<file path="src/rtl/tfic_pkg.sv">
// Shared types, constants and helpers of the firmware image checker.
`default_nettype none

package tfic_pkg;

    localparam int unsigned HDR_BYTES = 88;
    localparam int unsigned POS_W     = 7;
    localparam int unsigned CNT_W     = 22;
    localparam int unsigned SUM_W     = 25;
    localparam int unsigned ERR_W     = 2;
    localparam int unsigned QDEPTH    = 4;
    localparam int unsigned QPTR_W    = 2;
    localparam int unsigned QCNT_W    = 3;
    localparam int unsigned OUT_W     = 208;

    localparam logic [31:0]      MAGIC   = 32'h0a4c5749;
    localparam logic [CNT_W-1:0] CNT_MAX = {CNT_W{1'b1}};
    localparam logic [SUM_W-1:0] SUM_MAX = {SUM_W{1'b1}};

    localparam logic [ERR_W-1:0] ERR_NONE  = 2'd0;
    localparam logic [ERR_W-1:0] ERR_ONE   = 2'd1;
    localparam logic [ERR_W-1:0] ERR_TWO   = 2'd2;

    localparam logic [31:0] TYPE_API = 32'd29;

    // record classes
    typedef enum logic [1:0] {
        CLS_OTHER = 2'd0,
        CLS_CODE  = 2'd1,
        CLS_DATA  = 2'd2,
        CLS_META  = 2'd3
    } t_class;

    // what a byte is, by its place in the image
    typedef enum logic [2:0] {
        K_START = 3'd0,
        K_VER   = 3'd1,
        K_BLD   = 3'd2,
        K_HDR   = 3'd3,
        K_HEND  = 3'd4,
        K_BODY  = 3'd5
    } t_kind;

    typedef struct packed {
        logic [7:0] data;
        logic       last;
        t_kind      kind;
        logic [2:0] idx;
    } t_tag;

    typedef enum logic [4:0] {
        PH_HEADER  = 5'b00001,
        PH_RHEAD   = 5'b00010,
        PH_PAYLOAD = 5'b00100,
        PH_PAD     = 5'b01000,
        PH_BAD     = 5'b10000
    } t_phase;

    function automatic t_class classify(input logic [31:0] t);
        t_class c;
        c = CLS_OTHER;
        if (t == 32'd1 || t == 32'd3 || t == 32'd5 || t == 32'd16 ||
            (t >= 32'd19 && t <= 32'd21) || (t >= 32'd24 && t <= 32'd26)) begin
            c = CLS_CODE;
        end else if (t == 32'd2 || t == 32'd4 || t == 32'd17) begin
            c = CLS_DATA;
        end else if (t == 32'd29 || t == 32'd30) begin
            c = CLS_META;
        end
        return c;
    endfunction

    // expected value of the leading bytes: zero word, then the magic
    function automatic logic [7:0] start_byte(input logic [2:0] i);
        logic [63:0] w;
        w = {MAGIC, 32'd0};
        return w[8*i +: 8];
    endfunction

    function automatic logic [CNT_W-1:0] cnt_inc(input logic [CNT_W-1:0] v);
        return (v == CNT_MAX) ? v : CNT_W'(v + 1'b1);
    endfunction

    function automatic logic [SUM_W-1:0] sum_add(input logic [SUM_W-1:0] v,
                                                 input logic [31:0] a);
        logic [SUM_W:0] s;
        s = {1'b0, v} + {1'b0, a[SUM_W-1:0]};
        return (a[31:SUM_W] != '0 || s[SUM_W]) ? SUM_MAX : s[SUM_W-1:0];
    endfunction

endpackage

`default_nettype wire

</file>
<file path="src/rtl/tlv_firmware_image_checker_unit.sv">
// Top level of the firmware image checker: front end, queue and back end.
//
// channel   dir   handshake                    payload
// s         in    i_s_tvalid / o_s_tready      i_s_tdata = data_byte, i_s_tlast = last_byte
// m         out   o_m_tvalid / i_m_tready      o_m_tdata = validation report
//
// One image byte per cycle while the queue has room; the back end retires one queued word
// per cycle unless a report waits. A final byte passes the queue, then the report register.
// The front end stalls only when the four-entry queue is full; the back end stalls only
// while a report waits in its register.
// Reset is synchronous, active low; after each report the parser restarts on its own.
`default_nettype none

module tlv_firmware_image_checker_unit
    import tfic_pkg::*;
(
    input  wire logic        i_clk,
    input  wire logic        i_rst_n,
    input  wire logic        i_s_tvalid,
    output logic             o_s_tready,
    input  wire logic [7:0]  i_s_tdata,   // [7:0] data_byte
    input  wire logic        i_s_tlast,   // last_byte
    output logic             o_m_tvalid,
    input  wire logic        i_m_tready,
    // [0] image_valid, [32:1] fw_version, [64:33] fw_build, [86:65] record_count,
    // [108:87] section_count, [130:109] api_count, [152:131] capa_count,
    // [177:153] code_bytes, [202:178] data_bytes_total, [204:203] error_count, rest 0
    output logic [OUT_W-1:0] o_m_tdata
);

    logic w_push;
    t_tag w_in_tag;
    logic w_q_ready;
    logic w_q_valid;
    t_tag w_q_tag;
    logic w_pop;

    tfic_front u_front (
        .i_clk     (i_clk),
        .i_rst_n   (i_rst_n),
        .i_valid   (i_s_tvalid),
        .i_data    (i_s_tdata),
        .i_last    (i_s_tlast),
        .o_ready   (o_s_tready),
        .o_push    (w_push),
        .o_tag     (w_in_tag),
        .i_q_ready (w_q_ready)
    );

    tfic_queue u_queue (
        .i_clk   (i_clk),
        .i_rst_n (i_rst_n),
        .i_push  (w_push),
        .i_tag   (w_in_tag),
        .o_ready (w_q_ready),
        .o_valid (w_q_valid),
        .o_tag   (w_q_tag),
        .i_pop   (w_pop)
    );

    tfic_back u_back (
        .i_clk     (i_clk),
        .i_rst_n   (i_rst_n),
        .i_q_valid (w_q_valid),
        .i_tag     (w_q_tag),
        .o_pop     (w_pop),
        .o_valid   (o_m_tvalid),
        .o_data    (o_m_tdata),
        .i_ready   (i_m_tready)
    );

endmodule

`default_nettype wire

</file>
<file path="src/rtl/tfic_front.sv">
// Front end: accepts image bytes and tags each one with its place in the header.
`default_nettype none

module tfic_front
    import tfic_pkg::*;
(
    input  wire logic       i_clk,
    input  wire logic       i_rst_n,
    input  wire logic       i_valid,
    input  wire logic [7:0] i_data,
    input  wire logic       i_last,
    output logic            o_ready,
    output logic            o_push,
    output t_tag            o_tag,
    input  wire logic       i_q_ready
);

    logic [POS_W-1:0] r_pos;
    logic [POS_W-1:0] n_pos;
    logic             w_acc;

    assign o_ready = i_q_ready;
    assign w_acc   = i_valid && i_q_ready;
    assign o_push  = w_acc;

    always_comb begin
        n_pos = r_pos;
        if (w_acc) begin
            if (i_last) begin
                n_pos = '0;
            end else if (r_pos < POS_W'(HDR_BYTES)) begin
                n_pos = POS_W'(r_pos + 1'b1);
            end
        end
    end

    always_comb begin
        o_tag.data = i_data;
        o_tag.last = i_last;
        o_tag.idx  = r_pos[2:0];
        priority if (r_pos < POS_W'(8)) begin
            o_tag.kind = K_START;
        end else if (r_pos >= POS_W'(72) && r_pos < POS_W'(76)) begin
            o_tag.kind = K_VER;
        end else if (r_pos >= POS_W'(76) && r_pos < POS_W'(80)) begin
            o_tag.kind = K_BLD;
        end else if (r_pos == POS_W'(HDR_BYTES - 1)) begin
            o_tag.kind = K_HEND;
        end else if (r_pos < POS_W'(HDR_BYTES)) begin
            o_tag.kind = K_HDR;
        end else begin
            o_tag.kind = K_BODY;
        end
    end

    always_ff @(posedge i_clk) begin
        if (!i_rst_n) begin
            r_pos <= '0;
        end else begin
            r_pos <= n_pos;
        end
    end

endmodule

`default_nettype wire

</file>
<file path="src/rtl/tfic_queue.sv">
// Short queue of tagged words between the front and back ends.
`default_nettype none

module tfic_queue
    import tfic_pkg::*;
(
    input  wire logic i_clk,
    input  wire logic i_rst_n,
    input  wire logic i_push,
    input  t_tag      i_tag,
    output logic      o_ready,
    output logic      o_valid,
    output t_tag      o_tag,
    input  wire logic i_pop
);

    t_tag              r_mem [QDEPTH];
    logic [QPTR_W-1:0] r_wr;
    logic [QPTR_W-1:0] r_rd;
    logic [QCNT_W-1:0] r_cnt;

    assign o_ready = (r_cnt != QCNT_W'(QDEPTH));
    assign o_valid = (r_cnt != '0);
    assign o_tag   = r_mem[r_rd];

    always_ff @(posedge i_clk) begin
        if (i_push) begin
            r_mem[r_wr] <= i_tag;
        end
    end

    always_ff @(posedge i_clk) begin
        if (!i_rst_n) begin
            r_wr  <= '0;
            r_rd  <= '0;
            r_cnt <= '0;
        end else begin
            if (i_push) begin
                r_wr <= QPTR_W'(r_wr + 1'b1);
            end
            if (i_pop) begin
                r_rd <= QPTR_W'(r_rd + 1'b1);
            end
            if (i_push && !i_pop) begin
                r_cnt <= QCNT_W'(r_cnt + 1'b1);
            end else if (i_pop && !i_push) begin
                r_cnt <= QCNT_W'(r_cnt - 1'b1);
            end
        end
    end

    property p_no_over;
        @(posedge i_clk) disable iff (!i_rst_n)
        (r_cnt == QCNT_W'(QDEPTH)) |-> !i_push || i_pop;
    endproperty
    a_no_over: assert property (p_no_over) else $error("queue overrun");

    property p_no_under;
        @(posedge i_clk) disable iff (!i_rst_n)
        (r_cnt == '0) |-> !i_pop;
    endproperty
    a_no_under: assert property (p_no_under) else $error("queue underrun");

    property p_cnt_step;
        @(posedge i_clk) disable iff (!i_rst_n)
        (i_push && !i_pop) |=> (r_cnt == QCNT_W'($past(r_cnt) + 1'b1));
    endproperty
    a_cnt_step: assert property (p_cnt_step) else $error("queue count slip");

endmodule

`default_nettype wire

</file>
<file path="src/rtl/tfic_back.sv">
// Back end: record parser, tallies and the report register.
`default_nettype none

module tfic_back
    import tfic_pkg::*;
(
    input  wire logic        i_clk,
    input  wire logic        i_rst_n,
    input  wire logic        i_q_valid,
    input  t_tag             i_tag,
    output logic             o_pop,
    output logic             o_valid,
    output logic [OUT_W-1:0] o_data,
    input  wire logic        i_ready
);

    t_phase           r_phase, n_phase;
    logic             r_start_ok, n_start_ok;
    logic [31:0]      r_ver, n_ver;
    logic [31:0]      r_bld, n_bld;
    logic [31:0]      r_type, n_type;
    logic [31:0]      r_len, n_len;
    logic [2:0]       r_hidx, n_hidx;
    logic [31:0]      r_left, n_left;
    logic [1:0]       r_pad, n_pad;
    logic [CNT_W-1:0] r_rec, n_rec;
    logic [CNT_W-1:0] r_sec, n_sec;
    logic [CNT_W-1:0] r_api, n_api;
    logic [CNT_W-1:0] r_capa, n_capa;
    logic [SUM_W-1:0] r_code, n_code;
    logic [SUM_W-1:0] r_dsum, n_dsum;
    logic             r_out_valid, n_out_valid;
    logic [OUT_W-1:0] r_out, n_out;

    logic             w_count;
    logic             w_add_len;
    logic [31:0]      w_full_len;
    logic [31:0]      w_add;
    t_class           w_cls;
    logic             w_hdr_ok;
    logic [ERR_W-1:0] w_err;

    assign o_pop   = i_q_valid && (!r_out_valid || i_ready);
    assign o_valid = r_out_valid;
    assign o_data  = r_out;

    assign w_full_len = {i_tag.data, r_len[23:0]};
    assign w_cls      = classify(r_type);
    assign w_add      = w_add_len ? r_len : 32'd0;

    always_comb begin
        n_phase    = r_phase;
        n_start_ok = r_start_ok;
        n_ver      = r_ver;
        n_bld      = r_bld;
        n_type     = r_type;
        n_len      = r_len;
        n_hidx     = r_hidx;
        n_left     = r_left;
        n_pad      = r_pad;
        n_rec      = r_rec;
        n_sec      = r_sec;
        n_api      = r_api;
        n_capa     = r_capa;
        n_code     = r_code;
        n_dsum     = r_dsum;
        w_count    = 1'b0;
        w_add_len  = 1'b0;

        if (o_pop) begin
            unique case (r_phase)
                PH_HEADER: begin
                    if (i_tag.kind == K_VER) begin
                        n_ver = {i_tag.data, r_ver[31:8]};
                    end
                    if (i_tag.kind == K_BLD) begin
                        n_bld = {i_tag.data, r_bld[31:8]};
                    end
                    if (i_tag.kind == K_START) begin
                        n_start_ok = r_start_ok && (i_tag.data == start_byte(i_tag.idx));
                        if (i_tag.idx == 3'd7 && !n_start_ok) begin
                            n_phase = PH_BAD;
                        end
                    end
                    if (i_tag.kind == K_HEND) begin
                        n_phase = PH_RHEAD;
                    end
                end
                PH_RHEAD: begin
                    if (!r_hidx[2]) begin
                        n_type[8*r_hidx[1:0] +: 8] = i_tag.data;
                    end else begin
                        n_len[8*r_hidx[1:0] +: 8] = i_tag.data;
                    end
                    n_hidx = 3'(r_hidx + 1'b1);
                    if (r_hidx == 3'd7) begin
                        if (w_full_len == 32'd0) begin
                            w_count = 1'b1;
                        end else begin
                            n_left  = w_full_len;
                            n_phase = PH_PAYLOAD;
                        end
                    end
                end
                PH_PAYLOAD: begin
                    n_left = r_left - 32'd1;
                    if (r_left == 32'd1) begin
                        w_count   = 1'b1;
                        w_add_len = 1'b1;
                        n_pad     = 2'(~r_len[1:0] + 2'd1);
                        n_phase   = (r_len[1:0] != 2'd0) ? PH_PAD : PH_RHEAD;
                    end
                end
                PH_PAD: begin
                    n_pad = 2'(r_pad - 1'b1);
                    if (r_pad == 2'd1) begin
                        n_phase = PH_RHEAD;
                    end
                end
                PH_BAD: begin
                end
                default: begin
                    n_phase = PH_BAD;
                end
            endcase
        end

        // tally a finished record
        if (w_count) begin
            n_rec = cnt_inc(r_rec);
            unique case (w_cls)
                CLS_CODE: begin
                    n_code = sum_add(r_code, w_add);
                    n_sec  = cnt_inc(r_sec);
                end
                CLS_DATA: begin
                    n_dsum = sum_add(r_dsum, w_add);
                    n_sec  = cnt_inc(r_sec);
                end
                CLS_META: begin
                    if (r_type == TYPE_API) begin
                        n_api = cnt_inc(r_api);
                    end else begin
                        n_capa = cnt_inc(r_capa);
                    end
                end
                default: begin
                end
            endcase
        end
    end

    // error grading on the final byte, from the state after that byte
    always_comb begin
        w_hdr_ok = 1'b1;
        unique case (n_phase)
            PH_RHEAD:   w_err = (n_hidx != 3'd0) ? ERR_ONE : ERR_NONE;
            PH_PAYLOAD: w_err = (n_left == n_len) ? ERR_ONE : ERR_TWO;
            PH_PAD:     w_err = ERR_TWO;
            default: begin
                w_hdr_ok = 1'b0;
                w_err    = ERR_ONE;
            end
        endcase
    end

    always_comb begin
        n_out_valid = r_out_valid;
        n_out       = r_out;
        if (o_pop && i_tag.last) begin
            n_out_valid = 1'b1;
            n_out       = '0;
            n_out[204:203] = w_err;
            if (w_hdr_ok) begin
                n_out[0]       = (n_rec != '0) && (w_err == ERR_NONE);
                n_out[32:1]    = n_ver;
                n_out[64:33]   = n_bld;
                n_out[86:65]   = n_rec;
                n_out[108:87]  = n_sec;
                n_out[130:109] = n_api;
                n_out[152:131] = n_capa;
                n_out[177:153] = n_code;
                n_out[202:178] = n_dsum;
            end
        end else if (i_ready) begin
            n_out_valid = 1'b0;
        end
    end

    always_ff @(posedge i_clk) begin
        r_out <= n_out;
    end

    always_ff @(posedge i_clk) begin
        if (!i_rst_n || (o_pop && i_tag.last)) begin
            r_phase    <= PH_HEADER;
            r_start_ok <= 1'b1;
            r_ver      <= '0;
            r_bld      <= '0;
            r_type     <= '0;
            r_len      <= '0;
            r_hidx     <= '0;
            r_left     <= '0;
            r_pad      <= '0;
            r_rec      <= '0;
            r_sec      <= '0;
            r_api      <= '0;
            r_capa     <= '0;
            r_code     <= '0;
            r_dsum     <= '0;
        end else begin
            r_phase    <= n_phase;
            r_start_ok <= n_start_ok;
            r_ver      <= n_ver;
            r_bld      <= n_bld;
            r_type     <= n_type;
            r_len      <= n_len;
            r_hidx     <= n_hidx;
            r_left     <= n_left;
            r_pad      <= n_pad;
            r_rec      <= n_rec;
            r_sec      <= n_sec;
            r_api      <= n_api;
            r_capa     <= n_capa;
            r_code     <= n_code;
            r_dsum     <= n_dsum;
        end
    end

    always_ff @(posedge i_clk) begin
        if (!i_rst_n) begin
            r_out_valid <= 1'b0;
        end else begin
            r_out_valid <= n_out_valid;
        end
    end

    property p_valid_no_err;
        @(posedge i_clk) disable iff (!i_rst_n)
        (r_out_valid && r_out[204:203] != ERR_NONE) |-> !r_out[0];
    endproperty
    a_valid_no_err: assert property (p_valid_no_err) else $error("valid report with errors");

    property p_err_range;
        @(posedge i_clk) disable iff (!i_rst_n)
        r_out_valid |-> (r_out[204:203] != 2'd3);
    endproperty
    a_err_range: assert property (p_err_range) else $error("error count out of range");

    property p_payload_left;
        @(posedge i_clk) disable iff (!i_rst_n)
        (r_phase == PH_PAYLOAD) |-> (r_left != 32'd0) && (r_len != 32'd0);
    endproperty
    a_payload_left: assert property (p_payload_left) else $error("empty payload phase");

    property p_pad_left;
        @(posedge i_clk) disable iff (!i_rst_n)
        (r_phase == PH_PAD) |-> (r_pad != 2'd0);
    endproperty
    a_pad_left: assert property (p_pad_left) else $error("empty pad phase");

    property p_restart;
        @(posedge i_clk) disable iff (!i_rst_n)
        (o_pop && i_tag.last) |=> (r_phase == PH_HEADER) && r_out_valid && (r_rec == '0);
    endproperty
    a_restart: assert property (p_restart) else $error("no restart after final word");

endmodule

`default_nettype wire
</file>
<file path="config.mk">
export PLATFORM = sky130hd
export DESIGN_NAME = tlv_firmware_image_checker_unit
export DESIGN_NICKNAME = d
export VERILOG_FILES = /design/src/rtl/tfic_pkg.sv /design/src/rtl/tlv_firmware_image_checker_unit.sv /design/src/rtl/tfic_front.sv /design/src/rtl/tfic_queue.sv /design/src/rtl/tfic_back.sv
export SDC_FILE = /design/constraint.sdc
export NUM_CORES = 1
export LEC_CHECK = 0
export BUFFER_PORTS_ARGS = -buffer_cell sky130_fd_sc_hd__buf_2
export CAP_MARGIN = 0
export CORE_MARGIN = 2
export CORE_UTILIZATION = 38
export DETAILED_ROUTE_END_ITERATION = 10
export PLACE_DENSITY = 0.58
export RECOVER_POWER = 25
export SYNTH_ARGS = -nofsm -noshare
export SYNTH_HDL_FRONTEND = slang
export SYNTH_HIERARCHICAL = 1
export SYNTH_SLANG_ARGS = --single-unit
export TNS_END_PERCENT = 5
</file>
<file path="constraint.sdc">
create_clock -name i_clk -period 14.4 [get_ports i_clk]
set_input_delay 0 -clock i_clk [delete_from_list [all_inputs] [get_ports i_clk]]
set_output_delay 0 -clock i_clk [all_outputs]
set_load 0.02 [all_outputs]
</file>
* Yosys cells after proc, flatten, opt, wreduce, memory -nomap -nowiden *
Memories as Yosys holds them, arrays and structs flattened. A register that Yosys moved wholly into a read port is not among the register bits.
Cells that the tools add are included.

word-level totals
  output and inout port bits = 210
  input port bits = 13
  flip-flop bits (word level) = 529
  ROM bits = 0
  logic and storage cells = 215
  memory bits (writable) = 60
  bits in latches = 0
  memories = 1

cells by class
  reduce and logical (&&, ||, !) cells = 47
  bitwise logic cells = 2
  divide/modulo/power cells = 0
  multipliers = 0
  magnitude comparators = 10
  $add $sub $neg = 16
  muxes and demuxes = 78
  shifts and indexed selects = 3
  equality and inequality tests = 36

memory list
  memory         words  bits a word  read ports  clocked after memory_dff  wr ports  line              source
  u_queue.r_mem  4      15           1           1                         1         tfic_queue.sv:17  t_tag r_mem [QDEPTH];

operators by type and width
  cell                     number
  $mux 32                  13
  $mux 22                  13
  $mux 25                  6
  $eq 32x5->1 const B      4
  $add 22x1->22 const B    4
  $eq 22x22->1 const B     4
  $bwmux 32                2
  $eq 32x1->1 const B      2
  $eq 32x2->1 const B      2
  $eq 32x3->1 const B      2
  $ge 32x5->1 const B      2
  $le 32x5->1 const B      2
  $pmux 32 s2              1
  $shiftx 64x7->8 const A  1
  $add 25x25->26           2
  $mux 5                   8
  $neg 5->34               1
  $shift 8x34->32 const A  1
  $shiftx 8x34->32         1
  $eq 32x32->1             1
  $logic_not 32->1         1
  $sub 32x1->32 const B    1
  $mux 3                   9
  $pmux 5 s5               1
  other kinds (44)         108

* Longest topological paths before layout *
Gate-level depths: netlist (run 1).

  depth after elaboration = 14
  mapped depth = 22
  mapped depth without buffers = 20

* By module *
The synthesis (run 1) kept the hierarchy.

by module, submodules not included
  module      area an instance (um^2)  times used  cells each  sequential area each (um^2)
  tfic_back   24385.9                  1           2594        12361.9
  tfic_queue  2641.3                   1           122         1981.9
  tfic_front  653.1                    1           82          140.1

* Least setup slack after synthesis (run 1) *
Ideal clock, no wire load.

  kind = register to register
  from = register u_queue.r_cnt[0]
  to = register u_back.r_out[0] (netlist: u_back/o_data[0]), enable pin
  path slack = 8322 ps
  path buffers = 2
  period minus slack after synthesis = 6078 ps
  library setup time = 556 ps
  stages on the path, launching flop included = 8
  arrival time = 5522 ps
  path through = dfxtp_1 > or3_1 > nand2_1 > inv_1 > clkbuf_1 > buf_1 > nand2_1 > inv_1

between the ends
  longest elaborated chain between the ends = 3

RTL lines
  item                    line                                   source
  from (decl)             tfic_queue.sv:20                       logic [QCNT_W-1:0] r_cnt;
  from (signal assigned)  tfic_queue.sv:45                       r_cnt <= QCNT_W'(r_cnt + 1'b1);
  from (signal assigned)  tfic_queue.sv:47                       r_cnt <= QCNT_W'(r_cnt - 1'b1);
  $reduce_bool 3->1       tfic_queue.sv:23                       assign o_valid = (r_cnt != '0);
  named net w_q_valid     tlv_firmware_image_checker_unit.sv:34  logic w_q_valid;
  $logic_and 1x1->1       tfic_back.sv:43                        assign o_pop = i_q_valid && (!r_out_valid || i_ready);
  named net w_pop         tlv_firmware_image_checker_unit.sv:36  logic w_pop;
  $logic_and 1x1->1       tfic_back.sv:170                       if (o_pop && i_tag.last) begin
  to (signal assigned)    tfic_back.sv:191                       r_out <= n_out;
  to (decl)               tfic_back.sv:33                        logic [OUT_W-1:0] r_out, n_out;

The timed path passes the listed nets, and every way through them passes these cells.
A chain may end at the register's enable or synchronous reset.

==> out/results.md, run 1 <==
• **area growth from synthesis to final layout** 14.7%
• **setup repair after global routing missed its margin** false
• **part of the cycle the worst path needs** 44.5%
• **leakage power of the design** 0.0114 µW
• **average detailed-routed wire length per instance** 20.3 µm
• **worst slew margin relative to its limit** 14.3%
• **number of buffers added to fix hold violations after cts** 13
• **EDFF count, synth** 265
• **Post-Route WL** 80900 µm
• **endpoint of the worst-slack reg-to-reg timing path** u_back/o_data[59]
• **run status** finished clean
• **maximum number of pins on one net before global-route repair** 105
• **HPWL Detailed** 56800 µm
• **VDD IR max** 0.162 mV
• **minimum period implied by the final worst setup slack** 6400 ps
• **overall routing resource usage** 21.1%
• **Synth cell types** 96
• **initial core utilization** 38.5%
• **CTS H-Tree Depth** 3
• **length of the first detailed-routing pass in iterations** 7
• **worst hold path endpoint** u_queue/r_mem[3][12]
• **critical path data arrival time** 6710 ps
• **buffers inserted by post-CTS timing repair** 0
• **final antenna diode count** 0
• **number of placement rows** 98
• **Top FF cell, synth** sky130_fd_sc_hd__dfxtp_1
• **cell with the largest stage delay on the worst path** sky130_fd_sc_hd__mux4_1
• **slew at the pin closest to its max-slew limit** 1280 ps
• **Fmax** 156 MHz
• **vias in the first global route** 20900
• **share of final-layout standard cells stronger than drive strength 1** 6.39%
• **via density per instance** 5.40
• **number of register bits inferred by synthesis** 591
• **maximum root-to-sink buffer count** 3
• **leading cell types in the layout, fill and taps excluded** sky130_fd_sc_hd__nor2_1 (606), sky130_fd_sc_hd__dfxtp_1 (326), sky130_fd_sc_hd__edfxtp_1 (265), sky130_fd_sc_hd__clkbuf_1 (232), sky130_fd_sc_hd__nand2_1 (137)
• **areal power density over the cells** 161 mW/mm²
• **clock latency at the later pin of the worst-skew pair** 610 ps
• **final hold violation count** 0
• **placer's final routability congestion estimate** 0.973
• **max-slew violation count** 0
• **vertical die dimension** 274 µm
• **count of cells along the worst register-to-register path** 9
• **number of top-level design ports** 223
• **required time worst endpoint** 14710 ps
• **Cells after DPL** 3848
• **count of yosys warnings during synthesis** 6
• **root cell of the clock tree** sky130_fd_sc_hd__clkbuf_16
• **crit-path max cell delay** 1020 ps
• **total of max-cap violations** 0
• **number of DRC violations after detailed-routing iteration 0** 1593
• **area of the core** 0.0719 mm²
• **nets** 3076
• **launch point of the worst hold path** i_s_tdata[5]
• **total of cells resized after clock tree synthesis** 0
• **startpoint class of the critical path** flop
• **non-filler instance count after layout** 3986
• **CTS Buf Count** 68
• **clock sink count** 591
• **x dimension of the die** 274 µm
• **clock tree from TritonCTS** done
• **worst-case register-to-register setup slack** 8000 ps
• **most common cell after layout, fill and taps aside** sky130_fd_sc_hd__nor2_1
• **overflow left after global routing** 0
• **async set-reset flop share out of synthesis** 0%
• **Setup crit end kind** flop
• **Die ar.** 0.0750 mm²
• **instance count along the most critical hold path** 2
• **instance count of the mapped netlist** 2798
• **final clock skew** 34.0 ps
• **Min-Delay Path Class** input pin to flop
• **sequential-to-total area share from yosys stat** 52.3%
• **area of all placed cells without fillers** 0.0318 mm²
• **total number of vias** 21500
• **filler cell count** 6971
• **critical path class** flop to flop
• **critical path fanouts, max** 87
• **Mapped Avg Cell Area** 9.89 µm²
• **final setup fails** 0
• **input/output buffers** 219
• **first-pass GRT wire length** 123000 µm
• **Netlist Area Pre-Place** 0.0277 mm²
• **ANT nets after route** 0
• **Fin Setup TNS** 0 ps
• **initial antenna violation count** 2
• **number of remaining DRC errors** 0
• **clock slew at reported path FFs** 60 ps
• **cells along the critical path** mux4_1 -> nor4_1 -> nand4_1 -> o21ai_1 -> nor2_2 -> o21ai_0 -> a311o_2 -> buf_4 -> nor2_1
• **instance area after placement** 0.0295 mm²
## power breakdown
group          internal [µW]  switching [µW]  total, µW
Clock                   1100             704       1800
Sequential              2030            93.2       2120
Combinational            245             952       1200
## cell type report
type,instances,area (µm²),area share [%]
clock buffers,94,1940,6.12
multi-input cells,1994,12300,38.8
well taps,950,1190,3.74
inverters,66,255,0.804
repair buffers,260,1170,3.67
clock inverters,31,402,1.26
flip-flops and latches,591,14500,45.6
## registers in the layout (all words and copies together) (netlist names), 5 cells and up, named ones only
name            count
u_back/r_api       22
u_back/r_phase      5
u_back/r_bld       32
u_back/r_left      32
u_back/r_len       32
u_queue/r_mem      60
u_back/r_rec       22
u_back/r_dsum      25
u_back/r_capa      22
u_back/r_type      32
u_front/r_pos       7
u_back/o_data     205
u_back/r_ver       32
u_back/r_code      25
u_back/r_sec       22
## critical path: cells and delay by family (launching register included)
kind	cells	cell delay (ps)
DFF	1	920
buffers and inverters	1	830
muxes	1	1020
AOI/OAI and AO/OA	3	2400
and+or+nand+nor	4	770
## synth_stat cells (15+ instances only)
library cell	number	share of area (%)
sky130_fd_sc_hd__ha_1	79	3.6
sky130_fd_sc_hd__mux2i_1	96	3.5
sky130_fd_sc_hd__o22ai_1	38	0.86
sky130_fd_sc_hd__or3_1	16	0.36
sky130_fd_sc_hd__a211oi_1	19	0.52
sky130_fd_sc_hd__nor4_1	38	0.86
sky130_fd_sc_hd__xor2_1	71	2.2
sky130_fd_sc_hd__clkbuf_1	108	1.5
sky130_fd_sc_hd__inv_1	66	0.90
sky130_fd_sc_hd__dfxtp_1	326	24
sky130_fd_sc_hd__buf_4	17	0.46
sky130_fd_sc_hd__nor3_1	82	1.5
sky130_fd_sc_hd__nand3_1	74	1.3
sky130_fd_sc_hd__a31oi_1	22	0.50
sky130_fd_sc_hd__buf_1	15	0.20
sky130_fd_sc_hd__nand2_1	138	1.9
sky130_fd_sc_hd__a21oi_1	134	2.4
sky130_fd_sc_hd__nand4_1	32	0.72
sky130_fd_sc_hd__xnor2_1	69	2.2
sky130_fd_sc_hd__a21o_1	21	0.57
sky130_fd_sc_hd__and2_1	60	1.4
sky130_fd_sc_hd__o21ai_0	54	0.98
sky130_fd_sc_hd__edfxtp_1	265	29
sky130_fd_sc_hd__nor2_1	607	8.2
sky130_fd_sc_hd__nor2b_1	16	0.36
sky130_fd_sc_hd__and3_1	58	1.3
sky130_fd_sc_hd__nand2b_1	23	0.52
## layer usage
metal / vias up / GRT usage, % / wire length [µm] / share of wire (%)
met1: 10500 / 28.0 / 35900 / 44
met4: 2 / 6.09 / 2120 / 2.6
met5: - / 0 / 16 / 0.020
met3: 128 / 4.08 / 4680 / 5.8
li1: 10400 / - / - / -
met2: 572 / 35.0 / 38200 / 47
## cell families (layout without fill, tap and decap cells)
group	after synthesis	count (layout)	synth area share (%)
DFF	591	591	52.3
and+or+nand+nor	1224	1224	21.0
adders and majority gates	82	82	3.79
muxes	116	116	4.96
xor gates and xnor gates	140	140	4.43
AOI/OAI and AO/OA	429	429	10.2
buffers and inverters	215	451	3.29
other	1	3	0.0135
## worst max-delay path by stage
stage	slack [ps]	start	end
4_1_cts	8040	flop	u_back/o_data[59]
2_1_floorplan	8320	u_queue/r_cnt[0]	u_back/o_data[0]
5_1_grt	7540	flop	u_back/o_data[50]
3_3_place_gp	8100	flop	u_back/o_data[43]
3_5_place_dp	8050	flop	u_back/o_data[59]
6_report	8000	flop	u_back/o_data[59]
## through the flow
step	util (%)	hold slack, ps	setup WS (ps)	total power (µW)
floorplan	-	122	8320	3000
global placement	41.1	208	8100	3390
detailed placement	41.1	220	8050	3410
CTS	44.6	97.6	8040	5230
global route	44.2	224	7540	5350
finish	44.2	200	8000	5120
Power figures use the tool's default switching activity.
==> run 2: changes to the inputs <==
clock period = 6.37 ns   (was 14.4 ns; I/O delays follow)
==> run 2 against run 1 <==
Sequential power up 130%. Power increased by 130%. Critical path type unchanged. Utilization grew 0.18 points. Cell count up 0.43%. Clock power rose by 120%. Register-to-register slack worse by 7300 ps. Sequential share of layout area down 0.19 points.
==> out/results.md, run 2 (synthesized netlist as in run 1, its figures left out) <==
• **sequential share of power** 41.4%, about the same
• **most common cell after layout, fill and taps aside** sky130_fd_sc_hd__nor2_1
• **minimum period implied by the final worst setup slack** 5710 ps, -691 ps
• **pre-CTS worst setup slack** 804 ps, -7250 ps
• **number of placement rows** 98, unchanged
• **Clk pwr share** 34.3%, -0.8 points
• **total of cells resized after clock tree synthesis** 0, unchanged
• **leading cell types in the layout, fill and taps excluded** sky130_fd_sc_hd__nor2_1 (607), sky130_fd_sc_hd__dfxtp_1 (326), sky130_fd_sc_hd__edfxtp_1 (265), sky130_fd_sc_hd__clkbuf_1 (229), sky130_fd_sc_hd__nand2_1 (137)
• **critical path data arrival time** 6040 ps, -670 ps
• **run status** finished clean
• **worst slew margin relative to its limit** 21.3%, +7.0 points
• **Cells after DPL** 3866, +0.47%
• **Fin Setup TNS** 0 ps, unchanged
• **input/output buffers** 219, unchanged
• **Die ar.** 0.0750 mm², unchanged
• **post-route core utilization** 44.4%, +0.18 points
• **vertical die dimension** 274 µm, unchanged
• **Fmax** 175 MHz, +12%
• **number of buffers added to fix hold violations after cts** 13, unchanged
• **vias in the first global route** 21400, +2.3%
• **highest routing layer actually used** met4
• **clock slew at reported path FFs** 60 ps, about the same
• **non-filler instance count after layout** 4003, +0.43%
• **final hold violation count** 0, unchanged
• **areal power density over the cells** 363 mW/mm², +130%
• **Min-Delay Path Class** input pin to flop
• **max-slew violation count** 0, unchanged
• **startpoint class of the critical path** flop
• **filler cell count** 7019, +0.69%
• **Final WS setup** 658 ps, -7340 ps
• **share of final-layout standard cells stronger than drive strength 1** 7.01%, +0.62 points
• **average detailed-routed wire length per instance** 20.1 µm, -1.2%
• **Post-Route WL** 80300 µm, -0.82%
• **CTS Buf Count** 67, -1.5%
• **clock tree from TritonCTS** done
• **leakage power of the design** 0.0115 µW, +0.74%
• **area growth from synthesis to final layout** 15.2%
• **part of the cycle the worst path needs** 89.7%, +45 points
• **critical path fanouts, max** 11, -87%
• **total of max-cap violations** 0, unchanged
• **HPWL Detailed** 56700 µm, -0.21%
• **number of top-level design ports** 223, unchanged
• **length of the first detailed-routing pass in iterations** 7, unchanged
• **required time worst endpoint** 6700 ps, -8010 ps
• **final antenna diode count** 0, unchanged
• **setup repair after global routing missed its margin** false
• **VDD IR max** 0.229 mV, +41%
• **Switching Power** 3990 µW, +130%
• **routed length on met3** 3860 µm, -17%
• **slew at the pin closest to its max-slew limit** 1170 ps, -112 ps
• **area of combinational cells with multiple inputs** 0.0123 mm², about the same
• **maximum number of pins on one net before global-route repair** 114, +8.6%
• **initial antenna violation count** 1, -1
• **overflow left after global routing** 0, unchanged
• **maximum root-to-sink buffer count** 3, unchanged
• **total number of vias** 21700, +0.82%
• **Sw Share** 34.5%, +0.34 points
• **clock latency at the later pin of the worst-skew pair** 620 ps, about the same
• **Setup crit end kind** flop
• **buffers inserted by post-CTS timing repair** 0, unchanged
• **Met1 Routed Length** 35100 µm, -2.1%
• **flip-flop count of the largest register, all copies and words added** 205, unchanged
• **overall routing resource usage** 21.0%, -0.13 points
• **power share of the combinational group** 24.3%, +0.9 points
• **initial core utilization** 38.5%, unchanged
• **critical path class** flop to flop
• **clock sink count** 591, unchanged
• **number of DRC violations after detailed-routing iteration 0** 1738, +9.1%
• **final clock skew** 30.0 ps, -4.00 ps
• **ANT nets after route** 0, unchanged
• **CTS H-Tree Depth** 3, unchanged
• **nets** 3093, +0.55%
• **Total Power Consumption** 11600 µW, +130%
• **area of the core** 0.0719 mm², unchanged
• **internal power of the cells** 7580 µW, +120%
• **first-pass GRT wire length** 123000 µm, -0.50%
• **met2 wire len** 38700 µm, +1.1%
• **x dimension of the die** 274 µm, unchanged
• **final setup fails** 0, unchanged
• **root cell of the clock tree** sky130_fd_sc_hd__clkbuf_16
• **via density per instance** 5.42, +0.39%
• **Register Area** 0.0145 mm², unchanged
• **number of remaining DRC errors** 0, unchanged
• **placer's final routability congestion estimate** 0.959, -1.4%
run 2: critical path: stages, from the launching register on:
cell,delay [ps]
sky130_fd_sc_hd__dfxtp_1,620
sky130_fd_sc_hd__buf_4,290
sky130_fd_sc_hd__mux4_2,610
sky130_fd_sc_hd__nor4_1,530
sky130_fd_sc_hd__and4_1,490
sky130_fd_sc_hd__a211oi_2,230
sky130_fd_sc_hd__nor2_1,270
sky130_fd_sc_hd__buf_4,280
sky130_fd_sc_hd__o21ai_0,240
sky130_fd_sc_hd__and3_2,250
sky130_fd_sc_hd__a2111o_1,270
sky130_fd_sc_hd__or4_1,510
sky130_fd_sc_hd__nor4_1,470
sky130_fd_sc_hd__buf_4,200
sky130_fd_sc_hd__o211ai_1,130
run 2: path summary, 6_finish.rpt:
path / startpoint / endpoint / slack, ps / depth (start not counted)
max reg2reg: flop / u_back/o_data[204] / 660 / 14
max: flop / u_back/o_data[204] / 660 / 14
min: i_s_tdata[2] / u_queue/r_mem[3][9] / 200 / 2
min reg2reg: u_back/r_type[19] / u_back/r_type[19] / 460 / 2
run 2: layer usage:
| layer | track usage [%] | vias to the layer above |
|---|---|---|
| li1 | - | 10400 |
| met1 | 27.3 | 10600 |
| met2 | 35.8 | 530 |
| met3 | 2.85 | 127 |
| met4 | 7.39 | 0 |
| met5 | 0 | - |
run 2: power by group through the flow:
stage / clock (µW) / sequential [µW] / combinational, µW
2_1_floorplan: 0 / 5390 / 1400
3_3_place_gp: 0 / 4870 / 2890
3_5_place_dp: 0 / 4870 / 2940
4_1_cts: 4080 / 4790 / 2950
5_1_grt: 4220 / 4840 / 3030
6_report: 3970 / 4790 / 2810
run 2: final cells by class:
class	count	area share, %
inverter	66	0.801
tap	950	3.73
timing repair buffer	278	4.28
sequential	591	45.4
clock buffer	92	6.07
clock inverter	32	1.09
multi-input combinational	1994	38.6
run 2: per-stage QoR:
step / hold WS, ps / instance area, µm²
4_1_cts: 104 / 32200
2_1_floorplan: 122 / 27700
3_5_place_dp: 222 / 29700
3_3_place_gp: 212 / 29700
6_report: 201 / 31900
5_1_grt: 231 / 31900
